## src/hw/rtl/wgm_pkg.sv

```systemverilog
`default_nettype none
// ----------------------------------------------------------------------------
// wgm_pkg
// Shared types and constants for the wildcard glob matcher: action codes,
// pattern symbol codes and the control bundle broadcast to the cell row.
// ----------------------------------------------------------------------------
package wgm_pkg;

    // number of pattern cells in the row
    localparam int PATTERN_MAX = 32;
    // symbol width as carried on the port and held in a cell
    localparam int SYM_W = 16;

    // special pattern symbols
    localparam logic [SYM_W-1:0] SYM_STAR = SYM_W'(42);
    localparam logic [SYM_W-1:0] SYM_ANY  = SYM_W'(63);

    // transaction action codes
    typedef enum logic [1:0] {
        ACT_CLEAR  = 2'd0,
        ACT_APPEND = 2'd1,
        ACT_TEXT   = 2'd2,
        ACT_END    = 2'd3
    } act_t;

    // control broadcast to every cell for one accepted transaction
    typedef struct packed {
        logic             clear;
        logic             append;
        logic             text;
        logic             finish;
        logic [SYM_W-1:0] sym;
    } cell_ctrl_t;

endpackage : wgm_pkg
`default_nettype wire

```

## src/hw/rtl/wgm_cell.sv

```systemverilog
`default_nettype none
// ----------------------------------------------------------------------------
// wgm_cell
// One pattern position: holds a pattern symbol, its in-use flag and the live
// bit of the position. Star closure, advance and end-of-pattern detection
// are exchanged with the neighboring cells.
// ----------------------------------------------------------------------------
module wgm_cell
    import wgm_pkg::*;
(
    input  wire logic       clk,
    input  wire logic       rst_n,
    input  wire cell_ctrl_t ctrl,
    input  wire logic       origin,
    input  wire logic       left_active,
    input  wire logic       left_carry,
    input  wire logic       left_adv,
    output logic            active,
    output logic            carry_out,
    output logic            adv_out,
    output logic            end_hit
);

    logic             active_reg;
    logic             active_next;
    logic             live_reg;
    logic             live_next;
    logic [SYM_W-1:0] sym_reg;

    logic closed;
    logic is_tail;
    logic is_star;
    logic sym_hit;

    // closed live bit: own live bit plus star closure from the left
    assign closed  = live_reg | left_carry;
    assign is_tail = left_active & ~active_reg;
    assign is_star = (sym_reg == SYM_STAR);
    assign sym_hit = (sym_reg == SYM_ANY) | (sym_reg == ctrl.sym);

    // neighbor outputs
    assign active    = active_reg;
    assign carry_out = closed & active_reg & is_star;
    assign adv_out   = closed & active_reg & ~is_star & sym_hit;
    assign end_hit   = closed & is_tail;

    // next in-use flag and live bit
    always_comb
    begin
        active_next = active_reg;
        live_next   = live_reg;
        if (ctrl.clear)
        begin
            active_next = 1'b0;
            live_next   = origin;
        end
        else if (ctrl.append)
        begin
            if (is_tail)
            begin
                active_next = 1'b1;
            end
        end
        else if (ctrl.text)
        begin
            live_next = (closed & active_reg & is_star) | left_adv;
        end
        else if (ctrl.finish)
        begin
            live_next = origin;
        end
    end

    // control state
    always_ff @(posedge clk or negedge rst_n)
    begin
        if (!rst_n)
        begin
            active_reg <= 1'b0;
            live_reg   <= origin;
        end
        else
        begin
            active_reg <= active_next;
            live_reg   <= live_next;
        end
    end

    // pattern symbol, written when this cell takes the appended symbol
    always_ff @(posedge clk)
    begin
        if (ctrl.append && is_tail)
        begin
            sym_reg <= ctrl.sym;
        end
    end

endmodule : wgm_cell
`default_nettype wire

```

## src/hw/rtl/wildcard_glob_matcher.sv

```systemverilog
`default_nettype none
// ----------------------------------------------------------------------------
// wildcard_glob_matcher
// Glob matcher ('*' and '?') over a symbol stream, built as a row of pattern
// cells that update all live positions in parallel every cycle.
// ----------------------------------------------------------------------------
// Throughput: one transaction per cycle of any action while results drain.
// Result: the result of an end-of-text transaction is shown in the cycle after
//   acceptance, from the output register.
// The rate is set by the cell row updating all positions at once, with star
//   closure rippling combinationally through the cells.
// Reset: empty pattern, overflow flag low, only position zero live, no
//   result pending; pattern symbols hold no reset value.
// ----------------------------------------------------------------------------
module wildcard_glob_matcher
    import wgm_pkg::*;
(
    input  wire logic             clk,
    input  wire logic             rst_n,
    input  wire logic             req_valid,
    output logic                  req_stall,
    input  wire logic [1:0]       action,
    input  wire logic [SYM_W-1:0] symbol,
    output logic                  rsp_valid,
    input  wire logic             rsp_stall,
    output logic                  matched,
    output logic                  pattern_too_long
);

    logic       accept;
    act_t       act;
    cell_ctrl_t ctrl;

    logic [PATTERN_MAX-1:0] active_vec;
    logic [PATTERN_MAX-1:0] carry_vec;
    logic [PATTERN_MAX-1:0] adv_vec;
    logic [PATTERN_MAX-1:0] end_vec;

    logic live_last_reg;
    logic live_last_next;
    logic overflow_reg;
    logic overflow_next;
    logic rsp_valid_reg;
    logic rsp_valid_next;
    logic matched_reg;
    logic too_long_reg;

    logic closed_last;
    logic hit;

    // input handshake: take a transaction unless a result is stuck
    assign req_stall = rsp_valid_reg & rsp_stall;
    assign accept    = req_valid & ~req_stall;
    assign act       = act_t'(action);

    // control broadcast to the row
    always_comb
    begin
        ctrl.clear  = 1'b0;
        ctrl.append = 1'b0;
        ctrl.text   = 1'b0;
        ctrl.finish = 1'b0;
        ctrl.sym    = symbol;
        if (accept)
        begin
            unique case (act)
                ACT_CLEAR:  ctrl.clear  = 1'b1;
                ACT_APPEND: ctrl.append = 1'b1;
                ACT_TEXT:   ctrl.text   = 1'b1;
                ACT_END:    ctrl.finish = 1'b1;
                default:    ctrl.clear  = 1'b0;
            endcase
        end
    end

    // row of pattern cells
    genvar g;
    generate
        for (g = 0; g < PATTERN_MAX; g++)
        begin : g_cell
            logic left_active;
            logic left_carry;
            logic left_adv;
            if (g == 0)
            begin : g_first
                assign left_active = 1'b1;
                assign left_carry  = 1'b0;
                assign left_adv    = 1'b0;
            end
            else
            begin : g_rest
                assign left_active = active_vec[g-1];
                assign left_carry  = carry_vec[g-1];
                assign left_adv    = adv_vec[g-1];
            end
            wgm_cell u_cell (
                .clk         (clk),
                .rst_n       (rst_n),
                .ctrl        (ctrl),
                .origin      ((g == 0) ? 1'b1 : 1'b0),
                .left_active (left_active),
                .left_carry  (left_carry),
                .left_adv    (left_adv),
                .active      (active_vec[g]),
                .carry_out   (carry_vec[g]),
                .adv_out     (adv_vec[g]),
                .end_hit     (end_vec[g])
            );
        end
    endgenerate

    // final position past the last cell
    assign closed_last = live_last_reg | carry_vec[PATTERN_MAX-1];
    assign hit = (|end_vec) | (closed_last & active_vec[PATTERN_MAX-1]);

    // next state of final position, overflow flag and result valid
    always_comb
    begin
        live_last_next = live_last_reg;
        overflow_next  = overflow_reg;
        if (ctrl.clear)
        begin
            live_last_next = 1'b0;
            overflow_next  = 1'b0;
        end
        else if (ctrl.append)
        begin
            if (active_vec[PATTERN_MAX-1])
            begin
                overflow_next = 1'b1;
            end
        end
        else if (ctrl.text)
        begin
            live_last_next = adv_vec[PATTERN_MAX-1];
        end
        else if (ctrl.finish)
        begin
            live_last_next = 1'b0;
        end
    end

    always_comb
    begin
        priority if (ctrl.finish)
        begin
            rsp_valid_next = 1'b1;
        end
        else if (!rsp_stall)
        begin
            rsp_valid_next = 1'b0;
        end
        else
        begin
            rsp_valid_next = rsp_valid_reg;
        end
    end

    // control registers
    always_ff @(posedge clk or negedge rst_n)
    begin
        if (!rst_n)
        begin
            live_last_reg <= 1'b0;
            overflow_reg  <= 1'b0;
            rsp_valid_reg <= 1'b0;
        end
        else
        begin
            live_last_reg <= live_last_next;
            overflow_reg  <= overflow_next;
            rsp_valid_reg <= rsp_valid_next;
        end
    end

    // result payload
    always_ff @(posedge clk)
    begin
        if (ctrl.finish)
        begin
            matched_reg  <= hit & ~overflow_reg;
            too_long_reg <= overflow_reg;
        end
    end

    assign rsp_valid        = rsp_valid_reg;
    assign matched          = matched_reg;
    assign pattern_too_long = too_long_reg;

    // in-use flags always fill from cell zero upward
    a_active_thermo: assert property (@(posedge clk) disable iff (!rst_n)
        $onehot({1'b0, active_vec} + {{PATTERN_MAX{1'b0}}, 1'b1}))
        else $error("pattern cells not filled contiguously");

    // overflow only once every cell holds a symbol
    a_overflow_full: assert property (@(posedge clk) disable iff (!rst_n)
        overflow_reg |-> active_vec[PATTERN_MAX-1])
        else $error("overflow flag set with free cells");

    // an accepted end-of-text transaction always yields a result
    a_end_result: assert property (@(posedge clk) disable iff (!rst_n)
        ctrl.finish |=> rsp_valid_reg)
        else $error("end of text gave no result");

    // a match is never reported together with overflow
    a_no_match_overflow: assert property (@(posedge clk) disable iff (!rst_n)
        ctrl.finish && overflow_reg |=> !matched_reg)
        else $error("match reported with dropped pattern symbols");

endmodule : wildcard_glob_matcher
`default_nettype wire

```

## config.mk

```make
export PLATFORM = sky130hd
export DESIGN_NAME = wildcard_glob_matcher
export DESIGN_NICKNAME = d
export VERILOG_FILES = /design/src/hw/rtl/wgm_pkg.sv /design/src/hw/rtl/wgm_cell.sv /design/src/hw/rtl/wildcard_glob_matcher.sv
export SDC_FILE = /design/constraint.sdc
export NUM_CORES = 1
export LEC_CHECK = 0
export BUFFER_PORTS_ARGS = -buffer_cell sky130_fd_sc_hd__buf_2
export CORE_UTILIZATION = 55
export CTS_CLUSTER_DIAMETER = 150
export DETAILED_ROUTE_END_ITERATION = 16
export PLACE_DENSITY = 0.74
export SYNTH_ARGS = -nofsm -noshare
export SYNTH_HDL_FRONTEND = slang
export SYNTH_SLANG_ARGS = --single-unit
```

## constraint.sdc

```tcl
create_clock -name clk -period 3.25 [get_ports clk]
set_input_delay 0 -clock clk [delete_from_list [all_inputs] [get_ports clk]]
set_output_delay 0 -clock clk [all_outputs]
set_load 0.005 [all_outputs]
```

# == Yosys cells after proc, flatten, opt, wreduce, memory -nomap -nowiden ==
# Cells that the tools add are included.
# word_totals
regBits,581
elab_cells,866
# op_classes
eq_ne,101
muxes,206
n_bitwise,357
n_reduce_logical,101
# ops
cell,n
"equality test 16 x 6 -> 1 bit, second input constant",64
equality test 16 bit,32
two-way mux 1 bit,205
bitwise AND 1 bit,195
bitwise OR 1 bit,96
NOT 1 bit,66
AND reduction 2 bit,33
nonzero test 2 bit,33
logical AND 1 bit,32
OR reduction 32 bit,1
"equality test 2 bit, second input constant",2
two-way mux 4 bit,1
nonzero test 3 bit,1
"equality test 2 x 1 -> 1 bit, second input constant",1
zero test 2 bit,1
"!= test 2 x 1 -> 1 bit, second input constant",1
"!= test 2 bit, second input constant",1

# == Depth between registers and ports, before layout ==
# Gate-level depths: netlist of run 1.
# depth
word_depth,99
depth_mapped,12

# == Worst setup path before layout of run 1 ==
# No wires, ideal clock.
# synth_timing
kind,register to register
startpoint,reg g_cell[0].u_cell.sym_reg[8]
endpoint,"reg matched_reg, in the netlist matched (data pin)"
arrival_ps,2907
required_time_ps,3098
slack_ps,191
stages_incl_launch_ff,13
path_buffers,1
synth_period_minus_slack_ps,3059
path_cell_list,edfxtp_1 nor4_4 nand4b_4 nor4_4 o2111ai_4 a2111oi_4 or4_1 buf_6 nand4_4 a21oi_2 nor2_1 or3_1 a31oi_1
# synth_between
elab_chain_cells,99
elab_cells_between_ends,131
# synth_lines
item,line,text
from (decl),wgm_cell.sv:28,logic [SYM_W-1:0] sym_reg;
from (signal assigned),wgm_cell.sv:94,sym_reg <= ctrl.sym;
equality test 16 x 6 -> 1 bit *,wgm_cell.sv:38,assign is_star = (sym_reg == SYM_STAR);
bitwise AND 1 bit *,wgm_cell.sv:43,assign carry_out = closed & active_reg & is_star;
bitwise OR 1 bit *,wgm_cell.sv:36,assign closed = live_reg | left_carry;
bitwise AND 1 bit (2 in a row),wgm_cell.sv:43,
bitwise OR 1 bit,wgm_cell.sv:36,
bitwise AND 1 bit (2 in a row),wgm_cell.sv:43,
bitwise OR 1 bit,wgm_cell.sv:36,
bitwise AND 1 bit (2 in a row),wgm_cell.sv:43,
(+78 left out),-,
bitwise OR 1 bit,wgm_cell.sv:36,
bitwise AND 1 bit (2 in a row),wgm_cell.sv:43,
bitwise OR 1 bit,wgm_cell.sv:36,
bitwise AND 1 bit (2 in a row),wgm_cell.sv:43,
bitwise OR 1 bit,wildcard_glob_matcher.sv:113,assign closed_last = live_last_reg | carry_vec[PATTERN_MAX-1];
bitwise AND 1 bit,wildcard_glob_matcher.sv:114,assign hit = (|end_vec) | (closed_last & active_vec[PATTERN_MAX-1]);
bitwise OR 1 bit *,wildcard_glob_matcher.sv:114,
bitwise AND 1 bit *,wildcard_glob_matcher.sv:181,matched_reg <= hit & ~overflow_reg;
to (signal assigned),wildcard_glob_matcher.sv:181,
to (decl),wildcard_glob_matcher.sv:45,logic matched_reg;
# Every way passes the cells marked *; elsewhere a longest branch is shown, timed or not.
# A chain may end at the register's enable or synchronous reset.

# == Worst setup path in the final report of run 1 ==
# layout_timing
startpoint,reg g_cell[15].u_cell.sym_reg[14]
endpoint,"reg matched_reg, in the netlist matched (data pin)"
# layout_between
elab_chain_cells,54
elab_cells_between_ends,71
# layout_lines
item,line
from (decl),wgm_cell.sv:28
from (signal assigned),wgm_cell.sv:94
equality test 16 x 6 -> 1 bit *,wgm_cell.sv:38
bitwise AND 1 bit *,wgm_cell.sv:43
bitwise OR 1 bit *,wgm_cell.sv:36
bitwise AND 1 bit (2 in a row),wgm_cell.sv:43
bitwise OR 1 bit,wgm_cell.sv:36
bitwise AND 1 bit (2 in a row),wgm_cell.sv:43
bitwise OR 1 bit,wgm_cell.sv:36
bitwise AND 1 bit (2 in a row),wgm_cell.sv:43
(+33 left out),-
bitwise OR 1 bit,wgm_cell.sv:36
bitwise AND 1 bit (2 in a row),wgm_cell.sv:43
bitwise OR 1 bit,wgm_cell.sv:36
bitwise AND 1 bit (2 in a row),wgm_cell.sv:43
bitwise OR 1 bit,wildcard_glob_matcher.sv:113
bitwise AND 1 bit,wildcard_glob_matcher.sv:114
bitwise OR 1 bit *,wildcard_glob_matcher.sv:114
bitwise AND 1 bit *,wildcard_glob_matcher.sv:181
# Marks and branches as above.

==> results of run 1 <==
[logic make-up (layout without fill, tap and decap cells)]
group | Yosys count | count (layout)
xor gates and xnor gates | 512 | 512
buffers and inverters | 104 | 452
AOI/OAI and AO/OA | 243 | 243
DFF | 581 | 581
and+or+nand+nor | 722 | 722
[power breakdown]
part	leakage (nW)	switching (mW)	internal, mW
Clock	0.961	2.83	4.05
Combinational	4.65	0.751	0.488
Sequential	5.55	0.119	8.27
Total	11.2	3.70	12.8
[stage by stage]
step,instances,util,area [um2],hold WS [ns]
after floorplan,2162,-,27900,-0.296
after global placement,3028,0.615,30800,0.211
after detailed placement,3028,0.615,30800,0.217
after CTS,3167,0.661,33100,0.0902
after global routing,3182,0.667,33400,0.164
final,3182,0.667,33400,0.0735
[layout make-up]
type / count / area, um2
clock inverter: 31 / 367
sequential: 581 / 17100
tap: 672 / 841
timing repair buffer: 320 / 2690
clock buffer: 78 / 1590
inverter: 23 / 86.3
fill: 3624 / 16700
multi-input combinational: 1477 / 10700
[synth_stat cells (all sizes together), types with 6 or more instances]
cell type | instances | area [um2]
o21ai | 65 | 325
and3 | 17 | 108
o31ai | 13 | 103
xnor2 | 368 | 3220
a22o | 16 | 140
or4 | 13 | 101
nand4 | 137 | 872
a32o | 6 | 60.1
nor2b | 18 | 113
buf | 36 | 148
a21o | 6 | 45.0
nand2 | 95 | 359
a22oi | 6 | 45.0
a21oi | 35 | 183
nor3 | 53 | 270
nand4b | 7 | 76.3
a31oi | 12 | 75.1
nand3 | 14 | 70.1
o211ai | 8 | 60.1
or2 | 11 | 68.8
inv | 23 | 86.3
o2111ai | 6 | 70.1
a31o | 6 | 52.6
or3 | 8 | 50.1
nand2b | 15 | 93.8
or4b | 7 | 70.1
dfrtp | 66 | 1650
nor2 | 154 | 578
xor2 | 144 | 1260
a2bb2oi | 6 | 52.6
o22ai | 6 | 37.5
nor4b | 13 | 120
edfxtp | 514 | 15400
and4b | 22 | 220
nor4 | 111 | 795
clkbuf | 45 | 169
and4 | 6 | 52.6
[routing by layer]
metal	wire, um	GRT usage	vias up
li1	-	-	8753
met4	2090	0.0972	0
met2	36100	0.486	912
met5	0	0	-
met3	5240	0.0395	163
met1	29900	0.385	9668
[critical path, stage by stage, from the launching register on]
cell and delay [ns]:
edfxtp_1 0.39, or4_4 0.56, nor4_4 0.27, nand4_1 0.22
buf_6 0.19, or4_1 0.53, a211oi_2 0.17, buf_4 0.14
o21ai_0 0.09, a21oi_1 0.22, a21oi_1 0.06, and3_1 0.19
a31oi_1 0.12
[worst max-delay path by stage]
stage	to	slack [ns]	depth (start not counted)
2_1_floorplan	matched	0.19	12
3_3_place_gp	matched	-0.12	12
3_5_place_dp	matched	-0.22	12
4_1_cts	matched	0.002	12
5_1_grt	matched	-0.17	13
6_report	matched	-0.03	12
[timing repair]
item,in CTS,in global routing
endpoints found under the hold margin,331,0
setup buffers,8,15
hold buffers,22,0
endpoints found under the setup margin,10,18
gates resized for setup,16,34
pin swaps,17,27
==> impl_metrics.ini, run 1 <==
[timing]
finalSetupTns_ns = -0.0348
setup_viol = 3
slew_viol_final = 0
setup_ws_ns = -0.0288
worst_slew_pin_slew_ns = 0.999
max_freq_mhz = 305
hold_viol_final = 0
min_period_ns = 3.28
period_share = 1.01
rsz0062_at_grt = true
fin_skew_ns = 0.0375
relSlewSlack = 0.334

[synth]
yosysWarnings = 0
synth_adder_area_share = 0
synthFlopType = edfxtp_1
ys_seq_area_frac = 0.613
synth_top_family_by_area = XOR/XNOR gates
synth_compound_area_frac = 0.0618
synthCells = 2162
syn_nets = 2184
synth-edff-count = 514
syn_area_mm2 = 0.0279
ys_ff_latch = 581
synthMuxAreaShare = 0
async_flop_share = 0.115
synth-xor-area-share = 0.161
ys_types = 91
synth_simple_gate_area_share = 0.150
syn_avg_cell_area_um2 = 12.9

[drt]
drtAntennaViolNets = 0
firstDrtPassIters = 8
vias = 19500
drtIter0Drc = 2121
drc_errors = 0
wl_per_cell_um = 23.0
via_per_inst = 6.13
wl_mm = 73.3

[floorplanning]
boundaryPins = 26
die_w_um = 227
rows = 82
die_height_um = 227
fp.coreArea_mm2 = 0.0501
initial_core_util = 0.557
fp.dieArea_mm2 = 0.0516

[clock_tree]
clk_latency_ns = 0.64
cts_sinks = 581
root_buffer = clkbuf_16
cts_made_buffers = 58
tritoncts = yes
path_clk_slew_ns = 0.06
cts_buffer_depth = 3
h-tree-depth = 2

[power_and_ir_drop]
power_leakage_nw = 11.2
ir_drop_mv = 0.520
totalPowerFinal_mw = 16.5
p_per_area_mw_per_mm2 = 495

[final_layout]
largest_reg_flops = 512
nets = 2483
final_cell_mix = 514 x edfxtp_1, 368 x xnor2_1, 269 x buf_4
final_layout_size_suffix_gt1_frac = 0.186
antenna_cells = 0
layout_commonest_cell = edfxtp_1
syn_to_final_growth_pct = 19.6

[worst_setup_path]
cp-startpoint = g_cell[15].u_cell.sym_reg[14]
r2r_start = g_cell[15].u_cell.sym_reg[14]
rr_worst_depth = 12
arrival_ns = 3.76
cp-start-kind = flip-flop
crit_path_end_kind = flip-flop
crit_type = reg2reg
r2r_slack_ns = -0.03
rr_endpoint = matched
critPathMaxFanout = 3
required_ns = 3.73

[grt]
groute.usage.overall = 0.288
grt_max_degree = 68
grt_first_pass_wirelength_mm = 113
grt_pass1_vias = 19900
antenna_found_initial = 0
overflow = 0

[placed_design]
gp_congestion = 0.976
io_buffers = 25
dp_hpwl_mm = 48.6
dpl_worst_slack_ns = -0.221

[job]
maxCapViolations = 0

[worst_hold_path]
hold_path.class = in2async

[run_status]
status = finished with violations
violations = setup timing
No activity file was read; power rests on OpenSTA's default activity.
==> inputs of run 2 (changes only) <==
CORE_UTILIZATION = default   (was 55)
PLACE_DENSITY = default   (was 0.74)
SYNTH_HIERARCHICAL = 1   (was default)
==> run 2 against run 1 <==
Against the previous run: the run now fails in synthesis.
==> impl_metrics.ini, run 2 <==
[synth]
synth_top_area_cell = edfxtp_1
synth.most_common_cell = edfxtp_1
ys_seq_area_frac = 0.619
ys_types = 32
synth.area.top_cells = edfxtp_1 59%, xor2_1 17%, nor4_1 4.0%, dfrtp_1 3.3%, nor2_1 1.8%
ys_area_mm2 = 0.0264
synth-cells-yosys = 1952
yosysWarnings = 0
synth-edff-count = 514
synthFlopType = edfxtp_1
ys_ff_latch = 549
synth_common_cells = 514 x edfxtp_1, 512 x xor2_1, 168 x nor4_1
async_flop_share = 0.0638
synth_top_area_share = 0.586

[run_status]
stop_stage = synthesis
status = stopped before the end
error = ERROR: Found 32 problems in 'check -assert'.
-- run 2: cell count changes after synthesis, sizes merged, moves of 29 or more --
| cell | change |
|---|---|
| nor4 | +57 |
| nand4 | -73 |
| dfrtp | -31 |
| o21a | +29 |
| buf | -36 |
| and3b | +30 |
| xnor2 | -368 |
| a21oi | -35 |
| nand2 | -63 |
| clkbuf | -45 |
| xor2 | +368 |
-- run 2: cell families after synthesis --
logic type      count (synthesis)  share of synthesized area
compound gates                168                     0.0514
flops                         549                      0.619
xor+xnor                      512                      0.170
other cells                     2                   0.000285
buf+inv                        33                    0.00470
simple gates                  688                      0.155
